### src/sv/amsf_pkg.sv
package amsf_pkg;

   localparam int WINDOW     = 8;
   localparam int IDX_W      = (WINDOW > 1) ? $clog2(WINDOW) : 1;
   localparam int CNT_W      = $clog2(WINDOW + 1);
   localparam int DATA_W     = 32;
   localparam int THR_W      = 31;
   localparam int GAIN_W     = 17;
   localparam int PROD_W     = GAIN_W + 1 + DATA_W + 1;
   localparam int CSR_IDX_W  = 4;
   localparam int CSR_DATA_W = 32;

   localparam logic [GAIN_W-1:0]    GAIN_ONE           = GAIN_W'(65536);
   localparam logic [THR_W-1:0]     THRESHOLD_RESET    = THR_W'(65536);
   localparam logic [CSR_IDX_W-1:0] REG_STEP_THRESHOLD = CSR_IDX_W'(0);
   localparam logic [CSR_IDX_W-1:0] REG_SMOOTHING_GAIN = CSR_IDX_W'(1);

   typedef struct packed {
      logic capture;
      logic check;
      logic scan;
      logic median;
      logic mult;
      logic update;
      logic out_load;
   } amsf_cmd_type;

   typedef struct packed {
      logic step;
      logic scan_last;
   } amsf_status_type;

endpackage

### src/sv/adaptive_median_step_filter_unit.sv
// Adaptive median step filter.
// req_* carries one signed Q16.16 sample per transaction, rsp_* returns one
// filtered level per sample, in order. csr_* writes the step threshold
// (index 0) and the smoothing gain (index 1); csr_ready is always high and
// writes belong to idle periods only.
// A sample that starts a new run (first after reset, or a jump at or above
// the threshold) comes back unchanged through the CHECK and PUSH states.
// Any other sample goes through a median search over the n valid window
// entries (2 to 8), which steps through one candidate entry a cycle, then
// the MEDIAN, MULT, UPDATE and PUSH states: the median, the gain multiply,
// the level update and the output load. The block takes the next sample
// only once its result is loaded into the output register.
// Reset clears the level, the window fill and the run flag and restores
// threshold 1.0 and gain 1.0; the output register is then empty.
// A stalled receiver holds rsp_tvalid and rsp_tdata; the block still
// accepts and works on the next sample and waits to load its result until
// the output register is free.
module adaptive_median_step_filter_unit
   import amsf_pkg::*;
(
   input  logic                  clock,
   input  logic                  reset,
   input  logic                  req_tvalid,
   output logic                  req_tready,
   input  logic [DATA_W-1:0]     req_tdata,   // [31:0] sample
   output logic                  rsp_tvalid,
   input  logic                  rsp_tready,
   output logic [DATA_W-1:0]     rsp_tdata,   // [31:0] level
   input  logic                  csr_valid,
   output logic                  csr_ready,
   input  logic [CSR_IDX_W-1:0]  csr_index,
   input  logic [CSR_DATA_W-1:0] csr_wdata
);

   amsf_cmd_type    cmd;
   amsf_status_type status;

   assign csr_ready = 1'b1;

   amsf_ctrl u_ctrl (
      .clock      (clock),
      .reset      (reset),
      .req_tvalid (req_tvalid),
      .req_tready (req_tready),
      .rsp_tvalid (rsp_tvalid),
      .rsp_tready (rsp_tready),
      .status     (status),
      .cmd        (cmd)
   );

   amsf_datapath u_datapath (
      .clock     (clock),
      .reset     (reset),
      .sample    (req_tdata),
      .csr_write (csr_valid && csr_ready),
      .csr_index (csr_index),
      .csr_wdata (csr_wdata),
      .cmd       (cmd),
      .status    (status),
      .level     (rsp_tdata)
   );

endmodule

### src/sv/amsf_ctrl.sv
module amsf_ctrl
   import amsf_pkg::*;
(
   input  logic            clock,
   input  logic            reset,
   input  logic            req_tvalid,
   output logic            req_tready,
   output logic            rsp_tvalid,
   input  logic            rsp_tready,
   input  amsf_status_type status,
   output amsf_cmd_type    cmd
);

   typedef enum logic [2:0] {
      IDLE,
      CHECK,
      SCAN,
      MEDIAN,
      MULT,
      UPDATE,
      PUSH
   } state_type;

   state_type state_ff, state_in;
   logic      rsp_valid_ff, rsp_valid_in;
   logic      load;

   assign req_tready = (state_ff == IDLE);
   assign rsp_tvalid = rsp_valid_ff;
   assign load       = (state_ff == PUSH) && (!rsp_valid_ff || rsp_tready);

   assign cmd.capture  = req_tvalid && req_tready;
   assign cmd.check    = (state_ff == CHECK);
   assign cmd.scan     = (state_ff == SCAN);
   assign cmd.median   = (state_ff == MEDIAN);
   assign cmd.mult     = (state_ff == MULT);
   assign cmd.update   = (state_ff == UPDATE);
   assign cmd.out_load = load;

   always_comb begin
      state_in     = state_ff;
      rsp_valid_in = rsp_valid_ff;
      if (rsp_tready) begin
         rsp_valid_in = 1'b0;
      end
      unique case (state_ff)
         IDLE: begin
            if (req_tvalid) begin
               state_in = CHECK;
            end
         end
         CHECK: begin
            state_in = status.step ? PUSH : SCAN;
         end
         SCAN: begin
            if (status.scan_last) begin
               state_in = MEDIAN;
            end
         end
         MEDIAN: state_in = MULT;
         MULT:   state_in = UPDATE;
         UPDATE: state_in = PUSH;
         PUSH: begin
            if (load) begin
               state_in     = IDLE;
               rsp_valid_in = 1'b1;
            end
         end
         default: state_in = IDLE;
      endcase
   end

   always_ff @(posedge clock) begin
      if (reset) begin
         state_ff     <= IDLE;
         rsp_valid_ff <= 1'b0;
      end else begin
         state_ff     <= state_in;
         rsp_valid_ff <= rsp_valid_in;
      end
   end

endmodule

### src/sv/amsf_datapath.sv
module amsf_datapath
   import amsf_pkg::*;
(
   input  logic                  clock,
   input  logic                  reset,
   input  logic [DATA_W-1:0]     sample,
   input  logic                  csr_write,
   input  logic [CSR_IDX_W-1:0]  csr_index,
   input  logic [CSR_DATA_W-1:0] csr_wdata,
   input  amsf_cmd_type          cmd,
   output amsf_status_type       status,
   output logic [DATA_W-1:0]     level
);

   logic signed [DATA_W-1:0] sample_ff;
   logic signed [DATA_W-1:0] level_ff, level_in;
   logic signed [DATA_W-1:0] window_ff [WINDOW];
   logic [CNT_W-1:0]         count_ff;
   logic [IDX_W-1:0]         pos_ff;
   logic                     primed_ff;
   logic [IDX_W-1:0]         scan_ff;
   logic signed [DATA_W-1:0] lo_ff, hi_ff;
   logic signed [DATA_W:0]   diff_ff;
   logic signed [PROD_W-1:0] prod_ff;
   logic [DATA_W-1:0]        out_ff;
   logic [THR_W-1:0]         thr_ff;
   logic [GAIN_W-1:0]        gain_ff;

   logic signed [DATA_W:0]   dev_diff;
   logic [DATA_W:0]          dev_abs;
   logic signed [DATA_W-1:0] cand;
   logic [CNT_W-1:0]         less_cnt, eq_cnt;
   logic [CNT_W:0]           upper;
   logic [CNT_W-1:0]         rank_lo, rank_hi;
   logic                     hit_lo, hit_hi;
   logic signed [DATA_W:0]   pair_sum;
   logic signed [DATA_W-1:0] med;
   logic [GAIN_W-1:0]        gain_eff;

   assign dev_diff = {sample_ff[DATA_W-1], sample_ff} - {level_ff[DATA_W-1], level_ff};
   assign dev_abs  = dev_diff[DATA_W] ? (DATA_W+1)'(0) - dev_diff : dev_diff;
   assign status.step = !primed_ff || (dev_abs >= {2'b00, thr_ff});

   assign cand = window_ff[scan_ff];

   always_comb begin
      less_cnt = '0;
      eq_cnt   = '0;
      for (int j = 0; j < WINDOW; j++) begin
         if (CNT_W'(j) < count_ff) begin
            if (window_ff[j] < cand) begin
               less_cnt = less_cnt + CNT_W'(1);
            end
            if (window_ff[j] == cand) begin
               eq_cnt = eq_cnt + CNT_W'(1);
            end
         end
      end
   end

   assign upper   = {1'b0, less_cnt} + {1'b0, eq_cnt};
   assign rank_lo = (count_ff - CNT_W'(1)) >> 1;
   assign rank_hi = count_ff >> 1;
   assign hit_lo  = (less_cnt <= rank_lo) && ({1'b0, rank_lo} < upper);
   assign hit_hi  = (less_cnt <= rank_hi) && ({1'b0, rank_hi} < upper);
   assign status.scan_last = (CNT_W'(scan_ff) == count_ff - CNT_W'(1));

   assign pair_sum = {lo_ff[DATA_W-1], lo_ff} + {hi_ff[DATA_W-1], hi_ff};
   assign med      = pair_sum[DATA_W:1];
   assign gain_eff = (gain_ff > GAIN_ONE) ? GAIN_ONE : gain_ff;
   assign level_in = level_ff + prod_ff[DATA_W+15:16];
   assign level    = out_ff;

   always_ff @(posedge clock) begin
      if (reset) begin
         thr_ff    <= THRESHOLD_RESET;
         gain_ff   <= GAIN_ONE;
         level_ff  <= '0;
         count_ff  <= '0;
         pos_ff    <= '0;
         primed_ff <= 1'b0;
      end else begin
         if (csr_write) begin
            if (csr_index == REG_STEP_THRESHOLD) begin
               thr_ff <= csr_wdata[THR_W-1:0];
            end
            if (csr_index == REG_SMOOTHING_GAIN) begin
               gain_ff <= csr_wdata[GAIN_W-1:0];
            end
         end
         if (cmd.check) begin
            if (status.step) begin
               level_ff  <= sample_ff;
               count_ff  <= CNT_W'(1);
               pos_ff    <= IDX_W'(1 % WINDOW);
               primed_ff <= 1'b1;
            end else begin
               pos_ff <= (pos_ff == IDX_W'(WINDOW - 1)) ? '0 : pos_ff + IDX_W'(1);
               if (count_ff < CNT_W'(WINDOW)) begin
                  count_ff <= count_ff + CNT_W'(1);
               end
            end
         end
         if (cmd.update) begin
            level_ff <= level_in;
         end
      end
   end

   always_ff @(posedge clock) begin
      if (cmd.capture) begin
         sample_ff <= sample;
      end
      if (cmd.check) begin
         scan_ff <= '0;
         if (status.step) begin
            window_ff[0] <= sample_ff;
         end else begin
            window_ff[pos_ff] <= sample_ff;
         end
      end
      if (cmd.scan) begin
         scan_ff <= scan_ff + IDX_W'(1);
         if (hit_lo) begin
            lo_ff <= cand;
         end
         if (hit_hi) begin
            hi_ff <= cand;
         end
      end
      if (cmd.median) begin
         diff_ff <= {med[DATA_W-1], med} - {level_ff[DATA_W-1], level_ff};
      end
      if (cmd.mult) begin
         prod_ff <= PROD_W'($signed({1'b0, gain_eff}) * diff_ff);
      end
      if (cmd.out_load) begin
         out_ff <= level_ff;
      end
   end

endmodule

### config.mk
export PLATFORM = sky130hd
export DESIGN_NAME = adaptive_median_step_filter_unit
export DESIGN_NICKNAME = d
export VERILOG_FILES = /design/src/sv/amsf_pkg.sv /design/src/sv/adaptive_median_step_filter_unit.sv /design/src/sv/amsf_ctrl.sv /design/src/sv/amsf_datapath.sv
export SDC_FILE = /design/constraint.sdc
export NUM_CORES = 2
export LEC_CHECK = 0
export BUFFER_PORTS_ARGS = -buffer_cell sky130_fd_sc_hd__buf_2
export CAP_MARGIN = 20
export CORE_MARGIN = 10
export CORE_UTILIZATION = 35
export DETAILED_ROUTE_END_ITERATION = 10
export PLACE_DENSITY = 0.48
export SLEW_MARGIN = 20
export SYNTH_ARGS = -nofsm -noshare
export SYNTH_HDL_FRONTEND = slang
export SYNTH_SLANG_ARGS = --single-unit
export TNS_END_PERCENT = 10
### constraint.sdc
create_clock -name clock -period 24.9 [get_ports clock]
set_input_delay 2.49 -clock clock [delete_from_list [all_inputs] [get_ports clock]]
set_output_delay 2.49 -clock clock [all_outputs]
set_load 0.01 [all_outputs]
==> results.ini <==
[clocking]
numCtsBuffers = 71
path_clk_slew_ps = 60
cts_hold_buf = 0
cts_resized = 0
postCtsSetupRepairBufs = 0
root_buffer = clkbuf_16
clock_sinks = 547
clock_latency_ps = 670
cts_tree = done
cts_max_level = 3
cts_buffer_depth = 3

[die]
fp-row-count = 141
ioPinCount = 108
dieArea_sq_mm = 0.1656
start_util_pct = 35.33
chipHeight_microns = 407
coreArea_sq_mm = 0.1484
die_w_microns = 407

[drt]
drc = 0
wl_mm = 154.2
initialDrtViolationCount = 2756
avgRoutedWirePerCell_microns = 21.08
via_per_inst = 5.110
ant_nets = 0
dr.pass1.iters = 6
vias = 37380

[sta]
tns_ps = 0
clock.fmax_ghz = 0.08762
setup_viol = 0
fin_crit_sh_pct = 45.83
rsz0062_at_grt = false
fin_crit_ps = 11410
setup_ws_ps = 13490
finalHoldViolations = 0
fin_skew_ps = 37.82
worst_slew_pin_slew_ps = 1073
max_slew_margin_pct = 26.40
slew_viol_final = 0

[worst_setup_path]
critPathMaxStageDelay_ps = 850
cp-end-kind = flop
cp-start-kind = flop
critPathRequiredTime_ps = 25180
critPathKind = flop to flop
cp.arrival_ps = 11690
path_max_fanout = 36
cpMaxStageDelayCell = mux2i_1
crit_path_frequent_cell = ha_1

[placement]
pre_cts_slack_ps = 13500
place_inst = 7184
dp_hpwl_mm = 118.9
routabilityCongestion = 0.8833
port_buffers = 105

[synth]
synth_edf_count = 452
synth_area_sq_mm = 0.05242
ys_warn_count = 0
synthFlopType = edfxtp_1
synth_area_leaders = edfxtp_1 26%, fa_1 20%, ha_1 13%, inv_1 6.0%, nand2_1 4.4%
synth.avg_cell_area_sq_um = 10.17
synth_top_area_share_pct = 25.89
synth_cells = 5153
synth.distinct_cells = 94
yosysTopAreaCell = edfxtp_1
synth-seq-cells = 547
ys_seq_area_share_pct = 29.52
synthArstFlopShare_pct = 0
syn_nets = 6302

[power]
power_density_mw_per_mm2 = 76.15
totalPowerFinal_uw = 4425
leakage_uw = 0.02470
peakVddDrop_mv = 0.05274

[global_routing]
grt_remaining_overflow = 0
track_usage_pct = 18.70
grt_max_degree = 61
antenna_found_initial = 7
grt_pass1_vias = 38550
grt_pass1_wl_mm = 236.8

[cells_and_area]
utilization_pct = 39.16
drive_above_1_share_pct = 8.641
layout.nets = 6405
area_growth_pct = 10.85
layout.cells.non_filler = 7315
fillers = 14680

[worst_hold_path]
hp-class = flop to flop
hp-start = u_datapath.thr_ff[7]

[outcome]
status = complete, no violations

[run]
drv_cap = 0

[report_power, final]
part           switching [uW]  internal, uW
Combinational            1260           849
Sequential                110          1110
Clock                     444           658
[flip-flops by register name, summed over array words and instances, names as in the netlist, 4 cells and up, named ones only]
name	flops
u_datapath.hi_ff	32
u_datapath.thr_ff	31
u_datapath.window_ff	256
u_datapath.lo_ff	32
u_datapath.gain_ff	17
u_datapath.level_ff	32
u_datapath.level	32
u_datapath.count_ff	4
u_datapath.prod_ff	32
u_datapath.sample_ff	32
u_datapath.diff_ff	33
[layout by cell type (no fill, tap or decap), types with 34 or more instances in the layout]
master,count
nand4_1,61
nor2b_1,39
o21a_1,58
edfxtp_1,452
buf_4,83
inv_1,833
a21o_1,110
dfxtp_1,92
fa_1,519
clkbuf_16,71
xor2_1,60
nor2_1,233
ha_1,557
nand2_1,612
a211oi_1,38
a31oi_1,34
o21ai_0,127
a21oi_1,265
buf_2,104
and2_1,214
mux4_2,64
nand2b_1,35
xnor2_1,130
mux2i_1,40
nand3_1,47
nor3_1,54
[worst max-delay path, delay by kind of cell (launching register included)]
family	cells	cell delay, ps
mux	5	2330
fa+ha+maj	10	3290
simple gates	8	810
buf+inv	3	1300
flops	1	760
xor+xnor	1	280
compound gates	9	2150
[per-layer routing]
| layer | global-route usage [%] | routed length [microns] | share of wire [%] |
|---|---|---|---|
| met2 | 30.88 | 72010 | 47 |
| met1 | 26.04 | 72140 | 47 |
| met3 | 2.036 | 6527 | 4.2 |
| met5 | 0 | 0 | 0 |
| met4 | 4.843 | 3524 | 2.3 |
[path summary, 6_finish.rpt]
| kind | end | depth (start not counted) | slack (ps) |
|---|---|---|---|
| max | u_datapath.lo_ff[15] | 36 | 13490 |
| max reg2reg | u_datapath.lo_ff[15] | 36 | 13490 |
| min reg2reg | u_datapath.thr_ff[7] | 2 | 450 |
| min | u_datapath.thr_ff[7] | 2 | 450 |
[stage by stage]
stage	area, sq um	hold WS, ps
after floorplan	52420	436.3
after global placement	55610	446.8
after detailed placement	55610	449.2
after CTS	58090	457.6
after global routing	58110	471.9
final	58110	454.0
[cell type report]
cell class / instances / area (sq um) / share of cell area, %
Inverter: 833 / 3127 / 5.381
Multi-Input combinational cell: 3615 / 33350 / 57.40
Sequential cell: 547 / 15480 / 26.64
Clock buffer: 80 / 1810 / 3.116
Clock inverter: 49 / 673.1 / 1.158
Timing Repair Buffer: 188 / 1155 / 1.987
Tap cell: 2002 / 2505 / 4.311
Antenna cell: 1 / 2.502 / 0.004306
[logic make-up after synthesis]
logic type | synth area share [%]
buffers and inverters | 7.158
XOR/XNOR | 3.392
other | 0.007154
multiplexers | 3.728
adder cells (fa/ha/maj) | 33.12
flip-flops | 29.52
AO/OA/AOI/OAI | 10.11
AND/OR/NAND/NOR | 12.96
[synthesized netlist by cell type (8+ instances only)]
cell type  number
nor3_1         58
a41oi_1         8
clkbuf_1      130
a21oi_1       265
o211ai_1       16
a21o_1        110
a31oi_1        34
and2_1        215
nand3_1        47
xor2_1         60
nand2_1       613
a211oi_1       38
mux2_2          8
o21a_1         58
buf_1          18
a211o_1         8
nor2_1        235
a2111oi_0       9
mux4_2         64
nand2b_1       36
xnor2_1       130
inv_1         833
o21bai_1       14
or2_2          12
dfxtp_1        95
a211oi_2       11
nor4_1         16
fa_1          519
o21ai_0       127
nand4_1        61
mux2i_1        40
edfxtp_1      452
and4_1         10
or3_1          12
o31ai_1        17
nor2b_1        55
ha_1          557
o31a_1         10
a221o_1         9
and3_1         28
Note: power is estimated with default switching activity, not from simulation.
